==> src/hw/rtl/tss_pkg.sv <==
package tss_pkg;

    localparam int unsigned COORD_WIDTH_DEF = 10;
    localparam int unsigned COLOR_WIDTH     = 16;

endpackage

==> src/hw/rtl/tss_edge_div.sv <==
module tss_edge_div #(
    parameter int unsigned CW = tss_pkg::COORD_WIDTH_DEF,
    parameter int unsigned TW = 8
) (
    input  logic                  i_clk,
    input  logic                  i_adv,
    input  logic                  i_neg,
    input  logic [2*CW-1:0]       i_num,
    input  logic [CW:0]           i_den,
    input  logic [TW-1:0]         i_tag,
    output logic                  o_neg,
    output logic [2*CW-1:0]       o_quo,
    output logic [TW-1:0]         o_tag
);
    // Restoring divider, one quotient bit per stage, on magnitudes.
    localparam int unsigned NW = 2 * CW;
    localparam int unsigned RW = CW + 2;

    logic [NW-1:0] r_num [1:NW];
    logic [RW-1:0] r_rem [1:NW];
    logic [CW:0]   r_den [1:NW];
    logic          r_neg [1:NW];
    logic [TW-1:0] r_tag [1:NW];

    for (genvar k = 0; k < NW; k++) begin : g_st
        logic [NW-1:0] n_num;
        logic [RW-1:0] n_rem;
        logic [CW:0]   n_den;
        logic          n_neg;
        logic [TW-1:0] n_tag;
        logic [RW-1:0] n_sh;
        logic [RW-1:0] n_diff;
        logic          n_ge;
        if (k == 0) begin : g_in
            assign n_num = i_num;
            assign n_rem = '0;
            assign n_den = i_den;
            assign n_neg = i_neg;
            assign n_tag = i_tag;
        end else begin : g_mid
            assign n_num = r_num[k];
            assign n_rem = r_rem[k];
            assign n_den = r_den[k];
            assign n_neg = r_neg[k];
            assign n_tag = r_tag[k];
        end
        always_comb begin
            n_sh   = {n_rem[RW-2:0], n_num[NW-1]};
            n_diff = n_sh - RW'(n_den);
            n_ge   = n_sh >= RW'(n_den);
        end
        always_ff @(posedge i_clk) begin
            if (i_adv) begin
                r_rem[k+1] <= n_ge ? n_diff : n_sh;
                r_num[k+1] <= {n_num[NW-2:0], n_ge};
                r_den[k+1] <= n_den;
                r_neg[k+1] <= n_neg;
                r_tag[k+1] <= n_tag;
            end
        end
    end

    assign o_neg = r_neg[NW];
    assign o_quo = r_num[NW];
    assign o_tag = r_tag[NW];
endmodule

==> src/hw/rtl/triangle_scanline_span.sv <==
// Registered path: sort stage, edge setup, magnitude products, the edge dividers, output register.
// Throughput: one transaction per cycle; the edge dividers are fully pipelined,
// one quotient bit per stage, and the whole pipeline advances when not stalled.
// Reset (i_rst_n low, synchronous) clears every stage valid bit; data registers
// are not reset.
module triangle_scanline_span #(
    parameter int unsigned COORD_WIDTH = tss_pkg::COORD_WIDTH_DEF
) (
    input  logic                               i_clk,
    input  logic                               i_rst_n,
    input  logic                               i_valid,
    output logic                               o_stall,
    input  logic [COORD_WIDTH-1:0]             i_vert_a_x,
    input  logic [COORD_WIDTH-1:0]             i_vert_a_y,
    input  logic [COORD_WIDTH-1:0]             i_vert_b_x,
    input  logic [COORD_WIDTH-1:0]             i_vert_b_y,
    input  logic [COORD_WIDTH-1:0]             i_vert_c_x,
    input  logic [COORD_WIDTH-1:0]             i_vert_c_y,
    input  logic [tss_pkg::COLOR_WIDTH-1:0]    i_fill_color,
    input  logic [COORD_WIDTH-1:0]             i_row,
    output logic                               o_valid,
    input  logic                               i_stall,
    output logic                               o_span_valid,
    output logic [COORD_WIDTH-1:0]             o_span_left,
    output logic [COORD_WIDTH-1:0]             o_span_right,
    output logic [COORD_WIDTH-1:0]             o_span_row,
    output logic [tss_pkg::COLOR_WIDTH-1:0]    o_span_color
);
    import tss_pkg::*;

    localparam int unsigned CW    = COORD_WIDTH;
    localparam int unsigned NW    = 2 * CW;
    localparam int unsigned DEPTH = NW + 4;
    // Tag through the first divider carries: span valid, row, colour, xa start.
    localparam int unsigned TWA   = 1 + CW + COLOR_WIDTH + CW;
    // Tag through the second divider carries xb start.
    localparam int unsigned TWB   = CW;

    // The pipeline stalls as a whole; the output register is the last stage.
    logic adv;
    assign adv     = !(o_valid && i_stall);
    assign o_stall = !adv;

    logic [DEPTH-1:0] r_vld;
    always_ff @(posedge i_clk) begin
        if (!i_rst_n) begin
            r_vld <= '0;
        end else if (adv) begin
            r_vld <= {r_vld[DEPTH-2:0], i_valid};
        end
    end

    // Stage 1: sort network.
    logic [CW-1:0] n_x1, n_y1, n_x2, n_y2, n_x3, n_y3, n_sw;
    always_comb begin
        n_sw = '0;
        n_x1 = i_vert_a_x; n_y1 = i_vert_a_y;
        n_x2 = i_vert_b_x; n_y2 = i_vert_b_y;
        n_x3 = i_vert_c_x; n_y3 = i_vert_c_y;
        if (n_y1 > n_y2) begin
            n_sw = n_y1; n_y1 = n_y2; n_y2 = n_sw;
            n_sw = n_x1; n_x1 = n_x2; n_x2 = n_sw;
        end
        if (n_y2 > n_y3) begin
            n_sw = n_y2; n_y2 = n_y3; n_y3 = n_sw;
            n_sw = n_x2; n_x2 = n_x3; n_x3 = n_sw;
        end
        if (n_y1 > n_y2) begin
            n_sw = n_y1; n_y1 = n_y2; n_y2 = n_sw;
            n_sw = n_x1; n_x1 = n_x2; n_x2 = n_sw;
        end
    end

    logic [CW-1:0] r1_x1, r1_y1, r1_x2, r1_y2, r1_x3, r1_y3, r1_row;
    logic [COLOR_WIDTH-1:0] r1_col;
    always_ff @(posedge i_clk) begin
        if (adv) begin
            r1_x1 <= n_x1; r1_y1 <= n_y1; r1_x2 <= n_x2; r1_y2 <= n_y2;
            r1_x3 <= n_x3; r1_y3 <= n_y3; r1_row <= i_row; r1_col <= i_fill_color;
        end
    end

    // Stage 2: pick edges and form signed differences.
    logic          n2_sv, n2_up;
    logic [CW-1:0] n2_xas, n2_xae, n2_yas, n2_yae;
    always_comb begin
        n2_sv  = (r1_y1 != r1_y3) && (r1_row >= r1_y1) && (r1_row <= r1_y3);
        n2_up  = r1_row <= r1_y2;
        n2_xas = n2_up ? r1_x1 : r1_x2;
        n2_xae = n2_up ? r1_x2 : r1_x3;
        n2_yas = n2_up ? r1_y1 : r1_y2;
        n2_yae = n2_up ? r1_y2 : r1_y3;
    end

    logic            r2_sv;
    logic [CW-1:0]   r2_row, r2_xas, r2_xbs;
    logic [COLOR_WIDTH-1:0] r2_col;
    logic signed [CW:0] r2_dxa, r2_dxb;
    logic [CW-1:0]   r2_ta, r2_tb;
    logic [CW:0]     r2_dena, r2_denb;
    always_ff @(posedge i_clk) begin
        if (adv) begin
            r2_sv   <= n2_sv;
            r2_row  <= r1_row;
            r2_col  <= r1_col;
            r2_xas  <= n2_xas;
            r2_xbs  <= r1_x1;
            r2_dxa  <= $signed({1'b0, n2_xae}) - $signed({1'b0, n2_xas});
            r2_dxb  <= $signed({1'b0, r1_x3}) - $signed({1'b0, r1_x1});
            // Only meaningful when the span is valid, where row >= start y.
            r2_ta   <= r1_row - n2_yas;
            r2_tb   <= r1_row - r1_y1;
            r2_dena <= {1'b0, n2_yae - n2_yas} + (CW+1)'(1);
            r2_denb <= {1'b0, r1_y3 - r1_y1} + (CW+1)'(1);
        end
    end

    // Stage 3: magnitude products.
    logic [CW:0] n3_ma, n3_mb;
    assign n3_ma = r2_dxa[CW] ? (CW+1)'(-r2_dxa) : (CW+1)'(r2_dxa);
    assign n3_mb = r2_dxb[CW] ? (CW+1)'(-r2_dxb) : (CW+1)'(r2_dxb);

    logic [NW-1:0]  r3_pa, r3_pb;
    logic           r3_na, r3_nb;
    logic [CW:0]    r3_dena, r3_denb;
    logic [TWA-1:0] r3_tag_a;
    logic [TWB-1:0] r3_tag_b;
    always_ff @(posedge i_clk) begin
        if (adv) begin
            // |dx| * t stays below 2^(2*CW) since t < 2^CW and |dx| < 2^CW.
            r3_pa    <= NW'(n3_ma) * NW'(r2_ta);
            r3_pb    <= NW'(n3_mb) * NW'(r2_tb);
            r3_na    <= r2_dxa[CW];
            r3_nb    <= r2_dxb[CW];
            r3_dena  <= r2_dena;
            r3_denb  <= r2_denb;
            r3_tag_a <= {r2_sv, r2_row, r2_col, r2_xas};
            r3_tag_b <= r2_xbs;
        end
    end

    logic           qa_neg, qb_neg;
    logic [NW-1:0]  qa, qb;
    logic [TWA-1:0] qa_tag;
    logic [TWB-1:0] qb_tag;

    tss_edge_div #(.CW(CW), .TW(TWA)) u_div_a (
        .i_clk(i_clk), .i_adv(adv), .i_neg(r3_na), .i_num(r3_pa), .i_den(r3_dena),
        .i_tag(r3_tag_a), .o_neg(qa_neg), .o_quo(qa), .o_tag(qa_tag)
    );
    tss_edge_div #(.CW(CW), .TW(TWB)) u_div_b (
        .i_clk(i_clk), .i_adv(adv), .i_neg(r3_nb), .i_num(r3_pb), .i_den(r3_denb),
        .i_tag(r3_tag_b), .o_neg(qb_neg), .o_quo(qb), .o_tag(qb_tag)
    );

    // Final stage: apply signs, add start x, order the pair (zeroed when the span is not valid).
    logic                    f_sv;
    logic [CW-1:0]           f_row, f_xas, f_xbs;
    logic [COLOR_WIDTH-1:0]  f_col;
    logic [CW-1:0]           n_a, n_b, qa_s, qb_s;
    always_comb begin
        {f_sv, f_row, f_col, f_xas} = qa_tag;
        f_xbs = qb_tag;
        // The true result lies within the edge's x range, so modular arithmetic
        // at coordinate width is exact.
        qa_s = qa_neg ? CW'(-qa) : CW'(qa);
        qb_s = qb_neg ? CW'(-qb) : CW'(qb);
        n_a  = f_xas + qa_s;
        n_b  = f_xbs + qb_s;
    end

    always_ff @(posedge i_clk) begin
        if (adv) begin
            o_span_valid <= f_sv;
            o_span_row   <= f_row;
            o_span_color <= f_col;
            if (!f_sv) begin
                o_span_left  <= '0;
                o_span_right <= '0;
            end else if (n_a > n_b) begin
                o_span_left  <= n_b;
                o_span_right <= n_a;
            end else begin
                o_span_left  <= n_a;
                o_span_right <= n_b;
            end
        end
    end

    assign o_valid = r_vld[DEPTH-1];
endmodule
==> config.mk <==
export PLATFORM = sky130hd
export DESIGN_NAME = triangle_scanline_span
export DESIGN_NICKNAME = d
export VERILOG_FILES = /design/src/hw/rtl/tss_pkg.sv /design/src/hw/rtl/tss_edge_div.sv /design/src/hw/rtl/triangle_scanline_span.sv
export SDC_FILE = /design/constraint.sdc
export NUM_CORES = 2
export LEC_CHECK = 0
export CAP_MARGIN = 25
export CORE_MARGIN = 2
export CORE_UTILIZATION = 40
export CTS_CLUSTER_DIAMETER = 120
export DETAILED_ROUTE_END_ITERATION = 16
export DONT_BUFFER_PORTS = 1
export HOLD_SLACK_MARGIN = 0.08
export PLACE_DENSITY_LB_ADDON = 0.3
export SETUP_SLACK_MARGIN = 0.05
export SYNTH_ARGS = -nofsm -noshare
export SYNTH_HDL_FRONTEND = slang
export SYNTH_SLANG_ARGS = --single-unit
==> constraint.sdc <==
create_clock -name i_clk -period 147.4 [get_ports i_clk]
set_clock_uncertainty 0.1 [all_clocks]
set_input_delay 7.37 -clock i_clk [delete_from_list [all_inputs] [get_ports i_clk]]
set_output_delay 7.37 -clock i_clk [all_outputs]
set_load 0.01 [all_outputs]
* Word level (Yosys, flattened, before mapping)
Memories as Yosys holds them, arrays and structs flattened.
Index checks and enable logic that the tools add are counted.
** Word-level totals
- Register bits after elaboration :: 379
- Bits in latches :: 0
- Memory bits (writable) :: 2700
- ROM bits :: 0
- Input bits :: 90
- Output and inout bits :: 49
- Word-level logic and storage cells :: 213
- Memories :: 10
** Memories
- u_div_a.r_tag :: words 20, bits a word 37, read ports 20, clocked after Yosys merged registers in 0, write ports 20, line tss_edge_div.sv:23 : logic [TW-1:0] r_tag [1:NW];
- u_div_a.r_num :: words 20, bits a word 20, read ports 20, clocked after Yosys merged registers in 0, write ports 20, line tss_edge_div.sv:19 : logic [NW-1:0] r_num [1:NW];
- u_div_b.r_num :: words 20, bits a word 20, read ports 20, clocked after Yosys merged registers in 0, write ports 20, line tss_edge_div.sv:19
- u_div_a.r_rem :: words 20, bits a word 12, read ports 19, clocked after Yosys merged registers in 0, write ports 20, line tss_edge_div.sv:20 : logic [RW-1:0] r_rem [1:NW];
- u_div_b.r_rem :: words 20, bits a word 12, read ports 19, clocked after Yosys merged registers in 0, write ports 20, line tss_edge_div.sv:20
- u_div_a.r_den :: words 20, bits a word 11, read ports 19, clocked after Yosys merged registers in 0, write ports 20, line tss_edge_div.sv:21 : logic [CW:0] r_den [1:NW];
- +4 memories
** Cells by class
- Add/sub/neg operators :: 54
- Multiply operators :: 2
- Div/mod/pow operators :: 0
- Magnitude comparators :: 47
- Equal/unequal tests :: 1
- Shift operators :: 0
- Muxes and demuxes :: 63
- Bitwise logic cells :: 0
- Reductions and logical operators :: 3
** Operators with widths (number)
- 2-to-1 mux 12 bit :: 40
- greater-or-equal comparator 12 x 11 -> 1 bit :: 38
- subtractor 12 x 11 -> 12 bit :: 38
- 2-to-1 mux 10 bit :: 20
- greater-than comparator 10 bit :: 4
- multiplier 11 x 10 -> 20 bit :: 2
- subtractor 10 bit :: 4
- subtractor 1 x 11 -> 12 bit :: 2
- adder 10 x 1 -> 11 bit (second input constant) :: 2
- greater-or-equal comparator 1 x 11 -> 1 bit :: 2
- 2-to-1 mux 11 bit :: 2
- negator 11 bit :: 2
- subtractor 10 x 10 -> 11 bit :: 2
- adder 10 bit :: 2
- less-or-equal comparator 10 bit :: 2
- negator 10 bit :: 2
- greater-or-equal comparator 10 bit :: 1
- inequality test 10 bit :: 1
- logical AND 1 bit :: 3
- 2-to-1 mux 1 bit :: 1

* Depth between registers and ports, before layout
- Depth after elaboration :: 6
- Gate-level depth with buffers :: 27
- Mapped depth without buffers :: 25

* Cells and area by module
From an unflattened synthesis, not the netlist that was laid out.
** Unflattened totals
- Cell total of the unflattened synthesis :: 8806
- Area total of the unflattened synthesis :: 131813.9 µm²
** By module, submodules not included
- tss_edge_div (u_div_a) :: times used 1, cells each 3485, area an instance 61187.4 µm², seq. area each 47385.4 µm²
- tss_edge_div (u_div_b) :: times used 1, cells each 2862, area an instance 44166.1 µm², seq. area each 31169.9 µm²
- triangle_scanline_span :: times used 1, cells each 2459, area an instance 26460.4 µm², seq. area each 11140.7 µm²

* Worst setup path before layout
No wires, ideal clock.
- Kind :: input-to-reg
- From :: in i_stall
- To :: reg o_span_color[0] (netlist name), enable pin
- Library setup time :: 4.060 ns
- Data arrival time :: 79.091 ns
- Data required time :: 143.240 ns
- Slack :: 64.148 ns
- Stages on the path :: 2
- Buffers on the path :: 1
- Path through :: nand2_1 clkbuf_1
** On the way
- Word-level cells in the longest chain between the ends :: 1
** Ends and longest elaborated chain
- start, declared :: line triangle_scanline_span.sv:22 : input logic i_stall,
- logical AND 1 bit :: line triangle_scanline_span.sv:41 : assign adv = !(o_valid && i_stall);
- end signal, assigned :: line triangle_scanline_span.sv:176 : o_span_color <= f_col;
- end, declared :: line triangle_scanline_span.sv:27 : output logic [tss_pkg::COLOR_WIDTH-1:0] o_span_color
Every way passes these cells.
A chain may end at the register's enable or synchronous reset.

* Worst setup path after layout
- From :: in i_stall
- To :: out o_stall
** On the way
- Word-level cells in the longest chain between the ends :: 1
** Ends and longest elaborated chain
- logical AND 1 bit :: line triangle_scanline_span.sv:41
- end, declared :: line triangle_scanline_span.sv:12 : output logic o_stall,
Every way passes these cells.

==> out/results.ini <==
[routing]
drt-total-wl_mm = 202.2
viasPerCell = 4.887
vias = 62030
ant_nets = 0
drc = 8
avgRoutedWirePerCell_um = 15.93
firstDrtPassIters = 13
dr.first_iter.drc_count = 3929

[grt]
grt_pass1_vias = 64090
grt_pass1_wl_mm = 331.1
overflow = 0
grtUsageMet3 = 0.02647
grt_usage = 0.1339
use_met2 = 0.2333
antenna_found_initial = 5
grt_use_met1 = 0.1661
top_usage_layer = met2
grt_max_degree = 182

[cts]
cts.repair.resized = 0
cts_setup_buffers = 0
clock_latency_ps = 900
root_buffer = clkbuf_16
clockBufferDepth = 4
h-tree-depth = 5
path_clk_slew_ps = 60
clock_sinks = 2685
cts_made_buffers = 291
cts_hold_buf = 0
cts_tree = done

[sta]
setup_viol = 0
period_share = 0.1060
slew_violations = 0
fmax_mhz = 64.02
period_needed_ps = 15620
setup_tns_ps = 0
grt_setup_unrepaired = no
worst-slew-pin-transition_ps = 1072
finalHoldViolCount = 0
slew_headroom = 0.2804

[worst_setup_path]
start_kind = primary input
reg2reg_depth = 10
r2r_slack_ps = 139450
path_buf_inv = 1
critPathSlowestCell = inv_2
path_delay_family = buffers and inverters
worst-endpoint-required_ps = 139930
timing.rr.start = r_vld[23]$_SDFFE_PN0N_
r2r-end = r2_dena[6]$_DFFE_PN_
worstPathArrival_ps = 8150
end_kind = output pin
crit_chain = nand2_4 > inv_2
slowest_delay_ps = 470
critPathKind = in -> out
cp_max_fo = 50

[synthesis]
synthFlopType = edfxtp_1
yosys_register_bits = 2685
synthCells = 8291
yosysSeqAreaShare = 0.6813
synth.area.top_cells = edfxtp_1, ha_1, fa_1
syn-num-nets = 9232
synth_area_leader_cell = edfxtp_1
synth_area_um2 = 118000
avgSynthCellArea_um2 = 14.23
synth_cell_types = 66
synth_top_area_share = 0.6772
async_flop_share = 0
ys_warn_count = 0
synth_edf_count = 2661

[layout]
drive_above_1_share = 0.07250
final_common_cell = edfxtp_1
final_nets = 9487
synthToLayoutAreaGrowth_pct = 12.57
fillers = 25610
seqCellArea_um2 = 80390
multi_input_area_um2 = 33660
mostFrequentLayoutCells = edfxtp_1, inv_1, ha_1

[floorplanning]
die_w_um = 547.1
initial_core_util = 0.4016
io_pins = 139
core_um2 = 293800
fp-row-count = 199
die_y_um = 547.1
die_area_um2 = 299400

[worst_hold_path]
hp-class = reg -> reg
holdPathEnd = u_div_a.r_num[0][118]$_DFFE_PN_
min_from = u_div_a.r_num[0][97]$_DFFE_PN_
whs_path_depth = 0

[run]
maxCapViolCount = 0

[run_status]
status = complete, but fails checks
failed_checks = DRC

[place]
gp_congestion = 0.8452
portBuffers = 0
place_hpwl_mm = 139.6

-- cells by family (layout without fill, tap and decap cells) --
logic type      Yosys count  count (layout)  share of synthesized area
flops                  2685            2685                     0.6813
compound gates         1380            1380                    0.07017
mux                     131             131                    0.01187
fa+ha+maj               851             851                     0.1018
buf+inv                1066            1547                    0.03423
other cells               0               1                          0
xor+xnor                355             355                    0.02635
simple gates           1823            1823                    0.07430
-- layer usage --
metal  share of wire  up-vias
met1            0.43    29880
met4           0.030        0
li1                -    30620
met2            0.49     1127
met5               0        -
met3           0.045      413
-- synthesized netlist by cell type, types with 4 or more instances --
cell type and instances:
nand4_1 94, dfxtp_1 24, nand2_1 440, a311oi_1 4
a31oi_1 26, nor4b_1 17, o221ai_1 18, nor4_1 15
a2111oi_0 9, or3_1 37, and3_1 17, nor2b_1 143
fa_1 182, and2_1 120, mux2i_1 60, nor3_1 180
o21ai_0 361, a2111o_1 4, ha_1 669, nand3_1 94
o22ai_1 20, o211ai_1 7, o311ai_0 4, o31ai_1 106
a211oi_1 55, mux2_2 71, nand3b_1 4, a31o_2 6
nand2b_1 106, clkbuf_1 105, o41ai_1 4, inv_1 940
a21boi_0 89, or2_2 36, xnor2_1 281, xor2_1 74
nor2_1 511, o21a_1 52, a21oi_1 493, buf_4 6
buf_2 12, edfxtp_1 2661, a21o_1 95, a211o_1 7
-- worst max-delay path by stage --
stage	start	end	slack, ps	depth (start not counted)
floorplan	i_stall	o_span_color[0]$_DFFE_PN_	64150	2
global placement	i_stall	o_stall	131800	2
detailed placement	i_stall	o_stall	131770	2
CTS	i_stall	o_stall	131770	2
global route	i_stall	o_stall	131660	2
finish	i_stall	o_stall	131780	2
-- flip-flops by register name, summed over array words and instances, names as in the netlist, 16 cells and up --
register       count
u_div_a.r_neg     20
u_div_b.r_rem    209
u_div_a.r_tag    740
u_div_b.r_neg     20
u_div_a.r_num    245
r3_tag_a          37
r3_pb             20
r1_col            16
o_span_color      16
u_div_a.r_rem    209
u_div_b.r_tag    200
r3_pa             20
u_div_a.r_den    209
r_vld             24
r2_col            16
u_div_b.r_num    245
u_div_b.r_den    209
-- cell type report --
class / count / area share
antenna: 1 / 0.00001884
clock buffer: 355 / 0.05743
clock inverter: 164 / 0.01371
inverter: 941 / 0.02659
multi-input combinational: 4540 / 0.2534
sequential: 2685 / 0.6052
tap: 3919 / 0.03692
timing repair buffer: 87 / 0.006707
-- per-stage QoR --
step,setup slack (ps),std cells,hold slack (ps),util,area [um2]
6_report,131780,12690,281.8,0.4521,132800
5_1_grt,131660,12690,272.6,0.4521,132800
4_1_cts,131770,12680,269.0,0.4511,132600
3_5_place_dp,131770,12160,304.5,0.4190,123100
3_3_place_gp,131800,12150,300.4,0.4187,123000
2_1_floorplan,64150,8291,300.3,-,118000
Power is not shown: default switching activity piles up to over one toggle a cycle in this logic, so the estimate is an artifact.
